$ cat config.mk
export PLATFORM = sky130hd
export DESIGN_NAME = cca_nbr_count
export DESIGN_NICKNAME = d
export VERILOG_FILES = /design/src/rtl/cca_pkg.sv /design/src/rtl/cca_nbr_count.sv
export SDC_FILE = /design/constraint.sdc
export NUM_CORES = 1
export LEC_CHECK = 0
export BUFFER_PORTS_ARGS = -buffer_cell sky130_fd_sc_hd__buf_2
export CORE_MARGIN = 10
export CORE_UTILIZATION = 45
export CTS_CLUSTER_DIAMETER = 40
export CTS_CLUSTER_SIZE = 12
export DETAILED_ROUTE_END_ITERATION = 8
export MAX_ROUTING_LAYER = met4
export PLACE_DENSITY = 0.74
export SYNTH_ARGS = -nofsm -noshare
export SYNTH_HDL_FRONTEND = slang
export SYNTH_SLANG_ARGS = --single-unit
$ cat constraint.sdc
create_clock -name clk -period 2.7 [get_ports clk]
set_clock_uncertainty 0.2 [all_clocks]
set_input_delay 0.54 -clock clk [delete_from_list [all_inputs] [get_ports clk]]
set_output_delay 0.54 -clock clk [all_outputs]
set_load 0.03 [all_outputs]
$ cat src/rtl/cca_pkg.sv
// Shared types, codes and constants of the cave smoothing automaton.
package cca_pkg;

	// Fixed widths of the word fields and the registers.
	localparam int ROW_W     = 6;
	localparam int COL_W     = 6;
	localparam int CNT_W     = 7;
	localparam int THR_W     = 4;
	localparam int NBR_W     = 4;
	localparam int CFG_IDX_W = 2;
	localparam int CFG_DAT_W = 7;

	// Default grid bounds of the storage.
	localparam int DEF_MAX_ROWS = 64;
	localparam int DEF_MAX_COLS = 64;

	// Register reset values.
	localparam logic [CNT_W-1:0] DEF_ROW_COUNT = CNT_W'(64);
	localparam logic [CNT_W-1:0] DEF_COL_COUNT = CNT_W'(64);
	localparam logic [THR_W-1:0] DEF_GROW      = THR_W'(4);
	localparam logic [THR_W-1:0] DEF_ERODE     = THR_W'(3);

	// Command codes.
	localparam logic [1:0] CMD_WRITE = 2'd0;
	localparam logic [1:0] CMD_READ  = 2'd1;
	localparam logic [1:0] CMD_RUN   = 2'd2;
	localparam logic [1:0] CMD_NOP   = 2'd3;

	// Register indexes of the configuration port.
	localparam logic [CFG_IDX_W-1:0] REG_ROW_COUNT = 2'd0;
	localparam logic [CFG_IDX_W-1:0] REG_COL_COUNT = 2'd1;
	localparam logic [CFG_IDX_W-1:0] REG_GROW      = 2'd2;
	localparam logic [CFG_IDX_W-1:0] REG_ERODE     = 2'd3;

	// Neighbour offset codes: one less, same, one more.
	localparam logic [1:0] OFF_NEG = 2'd0;
	localparam logic [1:0] OFF_MID = 2'd1;
	localparam logic [1:0] OFF_POS = 2'd2;

	typedef struct packed {
		logic [1:0]       cmd;
		logic [ROW_W-1:0] row;
		logic [COL_W-1:0] col;
		logic             cell_in;
	} cmd_word_t;

	typedef struct packed {
		logic cell_out;
		logic status;
	} rsp_word_t;

	// One read request to the grid memory.
	typedef struct packed {
		logic             en;
		logic [CNT_W-1:0] row;
		logic [CNT_W-1:0] col;
	} mem_rd_t;

	// Status of the neighbour counting unit toward the sequencer.
	typedef struct packed {
		logic last;
		logic new_cell;
	} nbr_stat_t;

	typedef enum logic [2:0] {
		ST_IDLE,
		ST_RDATA,
		ST_SCAN,
		ST_DRAIN,
		ST_UPDATE,
		ST_RESP
	} state_t;

endpackage

$ cat src/rtl/cca_nbr_count.sv
// Neighbour walker: steps through the 3x3 window, reads it and counts walls.
module cca_nbr_count
	import cca_pkg::*;
(
	input  logic             clk,
	input  logic             arst_n,
	input  logic             issue,
	input  logic [CNT_W-1:0] pos_row,
	input  logic [CNT_W-1:0] pos_col,
	input  logic [CNT_W-1:0] rows_use,
	input  logic [CNT_W-1:0] cols_use,
	input  logic [THR_W-1:0] grow_wall_above,
	input  logic [THR_W-1:0] erode_wall_below,
	input  logic             rd_data,
	output mem_rd_t          rd_req,
	output nbr_stat_t        stat
);

	logic [1:0]       dr_q;
	logic [1:0]       dc_q;
	logic             take_s1;
	logic             ctr_s1;
	logic [NBR_W-1:0] acc_q;
	logic             centre_q;
	logic [CNT_W:0]   row_p1;
	logic [CNT_W:0]   col_p1;
	logic             row_ok;
	logic             col_ok;
	logic             centre;
	logic             first;
	logic             in_bounds;

	assign row_p1 = {1'b0, pos_row} + (CNT_W+1)'(1);
	assign col_p1 = {1'b0, pos_col} + (CNT_W+1)'(1);

	// Neighbours past the edge of the grid in use are skipped, not read.
	assign row_ok = !(dr_q == OFF_NEG && pos_row == '0) &&
		!(dr_q == OFF_POS && row_p1 == {1'b0, rows_use});
	assign col_ok = !(dc_q == OFF_NEG && pos_col == '0) &&
		!(dc_q == OFF_POS && col_p1 == {1'b0, cols_use});

	assign centre    = (dr_q == OFF_MID) && (dc_q == OFF_MID);
	assign first     = (dr_q == OFF_NEG) && (dc_q == OFF_NEG);
	assign in_bounds = row_ok && col_ok;

	always_comb begin
		rd_req.en = issue && in_bounds;
		case (dr_q)
			OFF_NEG: rd_req.row = pos_row - CNT_W'(1);
			OFF_POS: rd_req.row = row_p1[CNT_W-1:0];
			default: rd_req.row = pos_row;
		endcase
		case (dc_q)
			OFF_NEG: rd_req.col = pos_col - CNT_W'(1);
			OFF_POS: rd_req.col = col_p1[CNT_W-1:0];
			default: rd_req.col = pos_col;
		endcase
	end

	always_ff @(posedge clk or negedge arst_n) begin
		if (!arst_n) begin
			dr_q    <= OFF_NEG;
			dc_q    <= OFF_NEG;
			take_s1 <= 1'b0;
			ctr_s1  <= 1'b0;
		end else begin
			take_s1 <= issue && in_bounds && !centre;
			ctr_s1  <= issue && centre;
			if (issue) begin
				if (dc_q == OFF_POS) begin
					dc_q <= OFF_NEG;
					dr_q <= (dr_q == OFF_POS) ? OFF_NEG : dr_q + 2'd1;
				end else begin
					dc_q <= dc_q + 2'd1;
				end
			end
		end
	end

	// Read data lands in the cycle after its request, tagged by the _s1 flags.
	always_ff @(posedge clk) begin
		if (issue && first) begin
			acc_q <= '0;
		end else if (take_s1 && rd_data) begin
			acc_q <= acc_q + NBR_W'(1);
		end
		if (ctr_s1) begin
			centre_q <= rd_data;
		end
	end

	assign stat.last     = (dr_q == OFF_POS) && (dc_q == OFF_POS);
	assign stat.new_cell = centre_q ? !(acc_q < erode_wall_below) : (acc_q > grow_wall_above);

endmodule

-- Yosys cells after proc, flatten, opt, wreduce, memory -nomap -nowiden
Cells that the tools add are included.
- bits in registers: 11
- output and inout bits: 17
- add/sub/neg operators: 7
- $lt $le $gt $ge: 2
- equality and inequality tests: 6
- muxes and demuxes: 5
- reductions and logical operators: 26
- operators by type and width (cell ; number):
    one-hot mux 7 bit (2 select lines) ; 2
    adder 7 x 1 -> 8 bit (second input constant) ; 2
    equality test 8 x 7 -> 1 bit ; 2
    logical AND 1 bit ; 15
    logical NOT 7 bit ; 2
    subtractor 7 x 1 -> 7 bit (second input constant) ; 2
    logical NOT 1 bit ; 6
    adder 2 x 1 -> 2 bit (second input constant) ; 2
    adder 4 x 1 -> 4 bit (second input constant) ; 1
    equality test 2 x 1 -> 1 bit (second input constant) ; 2
    equality test 2 bit (second input constant) ; 2
    > comparator 4 bit ; 1
    logical NOT 2 bit ; 2
    < comparator 4 bit ; 1
    two-way mux 2 bit ; 2
    AND reduction 2 bit ; 1
    two-way mux 1 bit ; 1

-- Depth between registers and ports, before layout
Gate-level depths: netlist of the first run.
- depth after elaboration: 8
- depth in mapped cells: 7
- gate-level depth less buffers: 7

-- Worst setup path before layout of the first run
Ideal clock, no wire load.
- path type: input port to output port
- from: input port pos_row[0]
- to: output port rd_req[11] (netlist name)
- arrival: 2048 ps
- setup slack: -88 ps
- cell stages on the path: 5
- path buffers: 0
- cells stage by stage: inv_1 > ha_1 > or4b_2 > a21oi_1 > xor2_1
- RTL lines (item ; line ; source):
    start, declared ; cca_nbr_count.sv:8 ; input logic [CNT_W-1:0] pos_row,
    end, declared ; cca_nbr_count.sv:15 ; output mem_rd_t rd_req,

==> summary.txt, run 1 <==
Floorplan
  – Die height: approximately 80 µm
  – I/O Pins: 57
  – Core area: around 0.0033 mm²
  – Std-Cell Rows: 21
  – Die X: a little under 80 µm
  – Die area: approximately 0.0062 mm²
  – Initial Util: 46.5%

Critical path
  – Critical Path AT: 2.11 ns
  – CP Launch Type: primary input
  – Worst Setup SP: pos_row[0]
  – Required time of the critical path: 1.96 ns
  – Reg2reg start: dr_q[1]
  – CP Class: in2out
  – Crit end category: output port
  – Crit Path Max Fanout: 3

Final layout
  – Ant. Diodes: 0
  – Design area: roughly 0.0023 mm²
  – Seq. cell area: about 260 µm²
  – Syn-to-layout area delta: 47.4%
  – Share of cells above drive strength 1: a little over two fifths
  – Nets: ~340
  – # fillers: about 280
  – Multi-input gate area: 0.00129 mm²

Synth
  – Yosys Warn Count: 0
  – Ranking of synthesized cells by area: ha_1 (11%), xor2_1 (11%), dfrtp_1 (9.7%)
  – Mean area per synthesized cell: approximately 8 µm²
  – Most frequent cell after synthesis: xor2_1
  – Ys async rst share: 54.5%
  – Net Count, Synth: approximately 250
  – Ys flop type: dfrtp_1
  – Seq cells post-synth: 11
  – Commonest cells in the synthesized netlist: xor2_1 (19), ha_1 (14), nor2_1 (14), xnor2_1 (14)
  – Number of synthesized flops with an enable pin: 1
  – Synth Instances: about 200
  – Synthesized area: roughly 0.0016 mm²
  – Post-synth top area cell: ha_1
  – Sequential-to-total area share from yosys stat: between 15 and 20%
  – Yosys top cell area share: 11.3%
  – Yosys cell types: 48

Min path
  – Worst hold path type: reg2reg
  – Hold Startpoint: ctr_s1

GRT
  – Number of global-route vias before repair: approximately 1700
  – Grt ovf: 0
  – Largest net degree at the start of global routing: 14
  – Initial antenna violation count: 0
  – Total GRT Usage: between 10 and 15%
  – First-pass GRT wire length: between 7000 and 8000 µm

STA
  – Max_slew headroom: 50.3%
  – RSZ-0062 raised after global routing: yes
  – Final setup viols: 1
  – Setup ws final: -0.147 ns
  – Max Freq: 351 MHz
  – Number of max-slew violations in the final report: 0
  – Measured slew at the worst slew-check pin: about 0.74 ns
  – Hold Vio Cnt, Final: 0
  – Fin crit share: 105%
  – Min Tclk post-route: ~2.8 ns
  – Fin Hold WS: between 0.2 and 0.25 ns

Clocking
  – Clk slew on worst S/H paths: roughly 0.07 ns
  – CTS Buffer Depth: 2
  – CTS tree: yes
  – Clock root cell: clkbuf_4
  – Clock Sinks: 11
  – Clk_lat worst skew: 0.27 ns
  – Htree depth: 1
  – Num CTS Buffers: 3

Route
  – DRT antenna net count: 0
  – DR vias: 1720
  – Vias per cell: 5.28
  – DRT iter0 DRCs: just under 80
  – Router iterations before antenna repair: 4
  – WL final: 4690 µm
  – DRC Markers: 0
  – Routed length per instance: 14.4 µm

Status
  – Failing checks: negative setup slack
  – Status: finished, violations left

Placement
  – GPL Wtd Cong: about 0.87
  – Hpwl dp: about 3600 µm
  – Buffers on Ports: 56
  – Placed cell area: between 0.002 and 0.0025 mm²

Flow run
  – Max_cap viols: 0

Power and ir drop
  – Pwr dens: 460 mW/mm²
  – VDD IR max: slightly above 0.0005 V
  – Leakage Power: 1.07 nW
layout make-up:
cell class                 count  area share [%]
multi-input combinational    162            56.5
clock buffer                   4            1.15
tap                           46            2.52
timing repair buffer          90            25.9
inverter                      13            2.57
sequential                    11            11.4
where the power goes:
group	switching [W]	total [W]	internal, W
registers	0.0000503	0.000260	0.000210
logic	0.000385	0.000675	0.000290
clock network	0.0000579	0.000115	0.0000573
total	0.000493	0.00105	0.000557
state kept, by name, indices dropped and copies added (netlist names):
signal and count:
ctr_s1 1, dc_q 2, acc_q 4, dr_q 2, take_s1 1, centre_q 1
worst paths after layout:
kind,slack (ns),cells after the start,end
max reg2reg,0.65,6,take_s1
max,-0.15,9,rd_req[14]
max in group asynchronous,1.74,2,ctr_s1
min,0.25,0,centre_q
min in group asynchronous,0.41,2,dr_q[0]
min reg2reg,0.25,0,centre_q
logic make-up (layout without fill, tap and decap cells):
group | Yosys count | count (layout) | synth area share, %
and+or+nand+nor | 71 | 71 | 24.5
AOI/OAI and AO/OA | 40 | 40 | 17.4
xor gates and xnor gates | 33 | 33 | 18.6
buffers and inverters | 25 | 107 | 8.80
adders and majority gates | 14 | 14 | 11.3
DFF | 11 | 11 | 16.8
muxes | 4 | 4 | 2.58
worst max-delay path: stages:
cell and delay [ns]:
buf_12 0.11, inv_6 0.06, ha_4 0.21, xnor2_2 0.14
o211ai_1 0.11, or4_4 0.43, a2111oi_4 0.27, nor2_2 0.09
buf_6 0.15
stage by stage:
stage               setup TNS [ns]  setup slack [ns]  total power [W]  instances  util, %
floorplan                        0           0.00272         0.000680        198        -
global placement            -0.487            -0.258         0.000880        320     61.7
detailed placement          -0.589            -0.341         0.000896        320     61.7
global route                -0.180            -0.180          0.00113        326     68.5
finish                      -0.147            -0.147          0.00105        326     68.5
CTS                         -0.184            -0.184          0.00104        326     66.2
layout by cell type (no fill, tap or decap), drive strengths merged, types with 2 or more instances in the layout:
| master | instances |
|---|---|
| ha | 14 |
| buf | 89 |
| or4b | 2 |
| a2111oi | 2 |
| a31oi | 2 |
| nand4 | 5 |
| xnor2 | 14 |
| xor2 | 19 |
| nor3 | 4 |
| a22oi | 2 |
| or3 | 4 |
| nor2 | 14 |
| inv | 13 |
| nand2 | 13 |
| and3 | 3 |
| dfrtp | 6 |
| dfxtp | 4 |
| a31o | 2 |
| mux2i | 4 |
| o21ai | 11 |
| nor2b | 4 |
| nand2b | 3 |
| or4 | 2 |
| nor4 | 4 |
| nand3 | 10 |
| a21o | 3 |
| a21oi | 10 |
| o211ai | 2 |
| o21a | 2 |
| clkbuf | 4 |
timing repair:
item | in CTS | in global routing
setup endpoints to repair | 3 | 6
hold buffers | 1 | 0
gates resized for setup | 26 | 18
endpoints found under the hold margin | 6 | 0
pin swaps | 6 | 7
setup buffers | 1 | 1
per-layer routing:
layer  global-route usage [%]  wire length (µm)
met3                     3.49               284
met1                     16.0              1870
met4                     1.97                14
met5                        -                 0
met2                     26.3              2520
Note: power is estimated with default switching activity, not from simulation.
==> inputs of run 2 (changes only) <==
--- a/config.mk
+++ b/config.mk
@@ -5,6 +5,7 @@
 export SDC_FILE = /design/constraint.sdc
 export NUM_CORES = 1
 export LEC_CHECK = 0
+export ABC_AREA = 1
 export BUFFER_PORTS_ARGS = -buffer_cell sky130_fd_sc_hd__buf_2
 export CORE_MARGIN = 10
 export CORE_UTILIZATION = 45
@@ -12,7 +13,7 @@
 export CTS_CLUSTER_SIZE = 12
 export DETAILED_ROUTE_END_ITERATION = 8
 export MAX_ROUTING_LAYER = met4
-export PLACE_DENSITY = 0.74
+export PLACE_DENSITY = 0.73
 export SYNTH_ARGS = -nofsm -noshare
 export SYNTH_HDL_FRONTEND = slang
 export SYNTH_SLANG_ARGS = --single-unit
==> summary.txt, run 2 <==
Critical path
  – Crit end category: output port
  – CP Class: in2out
  – Critical Path AT: ~1.8 ns
  – Crit Path Max Fanout: 4
  – Reg2reg start: dc_q[0]
  – R2R cell count: 10
  – Required time of the critical path: 1.96 ns
  – CP Launch Type: primary input
  – FF-to-FF End: take_s1
  – Worst R2R Setup Slack: ~0.98 ns

Placement
  – Buffers on Ports: 56
  – Dpl ws: 0.0143 ns
  – Hpwl dp: 3800 µm
  – GPL Wtd Cong: 0.864
  – Placed cell area: a little under 0.002 mm²
  – Placed cell count: 388

Synth
  – Ys async rst share: a little over half
  – Commonest cells in the synthesized netlist: nand2_1 (81), inv_1 (52), nand3_1 (26), nor2_1 (25), o21ai_0 (18)
  – Ys flop type: dfrtp_1
  – Synth Instances: between 200 and 300
  – Most frequent cell after synthesis: nand2_1
  – Yosys top cell area share: about 19%
  – Ranking of synthesized cells by area: nand2_1 (19%), inv_1 (12%), ha_1 (11%)
  – Sequential-to-total area share from yosys stat: between 10% and 20%
  – Yosys Warn Count: 0
  – Mean area per synthesized cell: ~5.8 µm²
  – Net Count, Synth: around 340
  – Yosys cell types: 33
  – Number of synthesized flops with an enable pin: 1
  – Seq cells post-synth: 11
  – Post-synth top area cell: nand2_1
  – Synthesized area: 0.00164 mm²

STA
  – RSZ-0062 raised after global routing: no
  – Final setup viols: 0
  – Max Freq: about 400 MHz
  – Max_slew headroom: around 83%
  – Measured slew at the worst slew-check pin: 0.254 ns
  – Setup ws final: about 0.14 ns
  – Hold Vio Cnt, Final: 0
  – Min Tclk post-route: between 2 and 3 ns
  – Final setup TNS: 0 ns
  – Number of max-slew violations in the final report: 0
  – Fin crit share: between 90% and 100%

Route
  – DRT iter0 DRCs: 64
  – DRT antenna net count: 0
  – Vias per cell: between 4 and 5
  – DR vias: slightly below 2000
  – DRC Markers: 0
  – Router iterations before antenna repair: 5
  – WL final: approximately 4500 µm
  – Routed length per instance: between 10 and 15 µm

Floorplan
  – Die X: roughly 80 µm
  – Std-Cell Rows: 21
  – Core area: between 0.003 and 0.004 mm²
  – I/O Pins: 57
  – Die height: between 80 and 90 µm
  – Die area: ~0.0065 mm²
  – Initial Util: between 40% and 50%

Power and ir drop
  – VDD IR max: 0.000394 V
  – Pwr dens: roughly 610 mW/mm²
  – Leakage Power: between 1 and 1.5 nW

Status
  – Status: finished, final reports clean

Final layout
  – Ant. Diodes: 0
  – Fin util: roughly three fifths
  – Commonest non-fill, non-tap cell in the layout: nand2_1
  – Nets: around 400
  – Syn-to-layout area delta: 29.8%
  – Share of cells above drive strength 1: approximately a quarter
  – Design area: 0.00213 mm²
  – Largest regs: acc_q: 4 flops, dc_q: 2 flops, dr_q: 2 flops
  – Largest register FFs: 4
  – Largest reg by FF count: acc_q
  – Commonest cells after routing, fill and taps aside: nand2_1 (81), buf_2 (51), inv_1 (47)
  – Cell Count, Final, Fillers Out: about 390

GRT
  – Grt ovf: 0
  – Global Route met2 Usage: 24.0%
  – Gr busiest metal: met2
  – Largest net degree at the start of global routing: 13
  – Initial antenna violation count: 0
  – Number of global-route vias before repair: ~1900
  – First-pass GRT wire length: between 7000 and 8000 µm
  – Total GRT Usage: around 14%
  – M3 GR Usage: around 2.6%
  – Met1 GRT Util: about 16%

Min path
  – Worst hold path type: reg2reg
  – WHS Endpoint: centre_q
  – Worst hold stages: 0
  – Hold Startpoint: ctr_s1

Clocking
  – Clk_lat worst skew: between 0.2 and 0.25 ns
  – Num CTS Buffers: 3
  – Clock Sinks: 11
  – Clock root cell: clkbuf_8
  – CTS Buffer Depth: 2
  – Setup bufs post-CTS: 0
  – Clk slew on worst S/H paths: approximately 0.05 ns
  – CTS tree: yes
  – Htree depth: 1

Flow run
  – Max_cap viols: 0
==> run 2: changes by cell type after synthesis, sizes merged, moves of 9 or more <==
cell / before / now
nor2: 14 / 30
nand2: 13 / 84
nand3: 10 / 28
inv: 13 / 54
xnor2: 14 / 3
o21ai: 11 / 20
xor2: 19 / 7
==> run 2: critical path, cell delays in order <==
cell and delay, ns:
buf_4 0.11, inv_2 0.06, ha_4 0.27, nor2_1 0.04
nor2_1 0.08, nand3_1 0.11, nor2_1 0.13, nand3_1 0.07
nor2_1 0.09, nand2_1 0.07, nand3_2 0.08, inv_1 0.05
buf_6 0.13
==> run 2: repair_timing <==
item                       4_1_cts  5_1_grt
hold endpoints to repair         6        0
hold buffers                     1        0
setup endpoints to repair        0        1
gates resized for setup          0       28
==> run 2: logic make-up (layout without fill, tap and decap cells) <==
family	Yosys count	after routing	synth area share (%)
AO/OA/AOI/OAI	39	39	13.3
AND/OR/NAND/NOR	154	154	41.2
XOR/XNOR	10	10	5.33
buffers and inverters	57	119	13.7
adder cells (fa/ha/maj)	14	14	10.7
flip-flops	11	11	15.8
==> run 2: worst max path at each step <==
stage               start  cells after the start    endpoint  slack, ns
3_3_place_gp   pos_col[0]                     13  rd_req[14]       0.06
4_1_cts        pos_col[0]                     13  rd_req[14]       0.01
5_1_grt        pos_col[1]                     13  rd_req[14]       0.01
2_1_floorplan  pos_col[2]                      7   rd_req[5]       0.06
6_report       pos_col[1]                     13  rd_req[14]       0.14
3_5_place_dp   pos_col[0]                     13  rd_req[14]       0.01
==> run 2: layout make-up <==
cell class / instances / area (µm²)
Clock buffer: 4 / 45.0
Sequential cell: 11 / 262
Timing Repair Buffer: 61 / 340
Inverter: 54 / 210
Tap cell: 46 / 57.6
Fill cell: 352 / 1310
Multi-Input combinational cell: 217 / 1220
==> run 2: per-stage QoR <==
stage | hold WS, ns | total power (W)
floorplan | 0.0444 | 0.000868
global placement | 0.169 | 0.00110
detailed placement | 0.172 | 0.00112
CTS | 0.252 | 0.00129
global route | 0.257 | 0.00143
finish | 0.249 | 0.00130
==> run 2: power by group <==
part           leakage (nW)  internal, W  switching [W]  total (W)
logic                  1.05     0.000282       0.000559   0.000841
registers             0.117     0.000225      0.0000687   0.000294
clock network        0.0228     0.000104      0.0000642   0.000168
==> run 2: metal layers <==
layer | vias up | part of all wire (%)
li1 | 1033 | -
met1 | 828 | 45
met2 | 67 | 47
met3 | 10 | 6.0
met4 | 0 | 1.4
met5 | - | 0
==> inputs of run 3 (changes only) <==
--- a/config.mk
+++ b/config.mk
@@ -14,6 +14,7 @@
 export DETAILED_ROUTE_END_ITERATION = 8
 export MAX_ROUTING_LAYER = met4
 export PLACE_DENSITY = 0.73
+export SETUP_SLACK_MARGIN = 0.15
 export SYNTH_ARGS = -nofsm -noshare
 export SYNTH_HDL_FRONTEND = slang
 export SYNTH_SLANG_ARGS = --single-unit
==> summary.txt, run 3 (same netlist as run 2, synthesis figures left out) <==
Power and ir drop
  – Leakage Power: around 1.2 nW
  – VDD IR max: approximately 0.00043 V
  – Pwr dens: just under 600 mW/mm²

STA
  – Measured slew at the worst slew-check pin: around 0.23 ns
  – Final setup viols: 0
  – Fin crit share: between 90 and 100%
  – Final setup TNS: 0 ns
  – Max Freq: between 300 and 400 MHz
  – Hold Vio Cnt, Final: 0
  – RSZ-0062 raised after global routing: yes
  – Max_slew headroom: between 80 and 90%
  – Number of max-slew violations in the final report: 0
  – Min Tclk post-route: ~2.5 ns
  – Fin Hold WS: 0.245 ns

Critical path
  – Worst Setup SP: pos_col[0]
  – R2R cell count: 11
  – CP Launch Type: primary input
  – Required time of the critical path: 1.96 ns
  – Crit Path Max Fanout: 5
  – FF-to-FF End: take_s1
  – CP most frequent cell: nand2_1
  – Max incr delay on CP: about 0.18 ns
  – Crit path buffers/inverters: 5
  – WP depth: 13
  – Reg2reg start: dc_q[0]
  – Crit path max-delay cell type: o21ai_0
  – Crit end category: output port
  – CP Class: in2out
  – Critical Path, Cell by Cell: buf_8 > ha_4 > nand2_1 > inv_2 > o21ai_0 > nand2_1 > inv_1 > nand3_1 > nor2_1 > nand2_1 > nand3_2 > inv_2 > buf_6
  – Critical Path AT: ~1.8 ns
  – Worst R2R Setup Slack: approximately 0.94 ns
  – Worst path top cell family by delay: simple AND/OR/NAND/NOR gates

Route
  – Vias per cell: approximately 4.9
  – DR vias: between 1500 and 2000
  – Routed length per instance: 11.6 µm
  – DRC Markers: 0
  – WL final: between 4000 and 5000 µm
  – DRT antenna net count: 0
  – DRT iter0 DRCs: 105
  – Router iterations before antenna repair: 5

Placement
  – GPL Wtd Cong: 0.892
  – Buffers on Ports: 56
  – Hpwl dp: between 3000 and 4000 µm

Final layout
  – # fillers: around 340
  – Syn-to-layout area delta: 35.9%
  – Ant. Diodes: 0
  – Largest regs: acc_q: 4 flops, dc_q: 2 flops, dr_q: 2 flops
  – Largest register FFs: 4
  – Commonest cells after routing, fill and taps aside: nand2_1 (81), buf_2 (49), inv_1 (45)
  – Multi-input gate area: 0.00124 mm²
  – Commonest non-fill, non-tap cell in the layout: nand2_1
  – Fin util: 64.8%
  – Share of cells above drive strength 1: around 29%
  – Nets: 405
  – Seq. cell area: around 260 µm²
  – Largest reg by FF count: acc_q

Min path
  – Hold Startpoint: ctr_s1
  – WHS Endpoint: centre_q
  – Worst hold path type: reg2reg
  – Worst hold stages: 0

Floorplan
  – Std-Cell Rows: 21
  – Initial Util: 47.7%
  – Die height: between 80 and 90 µm
  – Die area: 0.00647 mm²
  – Core area: roughly 0.0034 mm²
  – Die X: 80.4 µm
  – I/O Pins: 57

GRT
  – Number of global-route vias before repair: 1929
  – Initial antenna violation count: 0
  – Grt ovf: 0
  – First-pass GRT wire length: between 7000 and 8000 µm
  – Total GRT Usage: between 10 and 15%
  – Largest net degree at the start of global routing: 13

Clocking
  – Clk_lat worst skew: between 0.2 and 0.25 ns
  – Num CTS Buffers: 3
  – Clk slew on worst S/H paths: around 0.05 ns
  – Clock Sinks: 11
  – CTS Buffer Depth: 2
  – CTS tree: yes
  – Clock root cell: clkbuf_8
  – Htree depth: 1

Flow run
  – Max_cap viols: 0

Status
  – Status: finished, final reports clean
[run 3: cell types whose count changed in the layout (fill, tap and decap cells not counted), moves of 2 or more]
cell     change
buf_2        -2
buf_4        +3
buf_8        +3
inv_1        -2
nor2_1       -2
nor2_2       +2
nor3_1       -2
nor3_2       +2
o21ai_0      -2
o21ai_1      +2
[run 3: worst max-delay path by stage]
stage / slack (ns) / endpoint
2_1_floorplan: 0.17 / stat[0]
3_3_place_gp: 0.06 / rd_req[14]
3_5_place_dp: 0.03 / rd_req[14]
4_1_cts: 0.15 / rd_req[13]
5_1_grt: 0.06 / rd_req[14]
6_report: 0.18 / rd_req[14]
[run 3: timing repair]
item	4_1_cts	5_1_grt
hold endpoints to repair	6	0
setup buffers	1	2
hold buffers	1	0
gates resized for setup	18	33
pin swaps	2	11
endpoints found under the setup margin	1	5
[run 3: power breakdown]
group	internal, W	switching, W
Sequential	0.000226	0.0000747
Combinational	0.000303	0.000566
Clock	0.000103	0.0000548
Total	0.000632	0.000695
[run 3: area by class of cell]
type | instances | share of cell area (%)
well taps | 46 | 2.58
flip-flops and latches | 11 | 11.7
clock buffers | 4 | 2.02
inverters | 54 | 10.1
multi-input cells | 217 | 55.7
repair buffers | 64 | 17.9
[run 3: per-stage QoR]
stage,power (W),instance area [µm²],std cells,worst slack [ns]
2_1_floorplan,0.000870,1640,285,0.173
3_3_place_gp,0.00110,1990,388,0.0618
3_5_place_dp,0.00112,1990,388,0.0326
4_1_cts,0.00130,2110,394,0.147
5_1_grt,0.00146,2230,396,0.0570
6_report,0.00133,2230,396,0.177
[run 3: per-layer routing]
layer / vias to the layer above / track usage (%) / wire length, µm
met5: - / - / 0
met3: 5 / 3.45 / 253
li1: 1042 / - / -
met4: 0 / 4.40 / 45
met2: 49 / 24.8 / 2220
met1: 841 / 16.4 / 2070
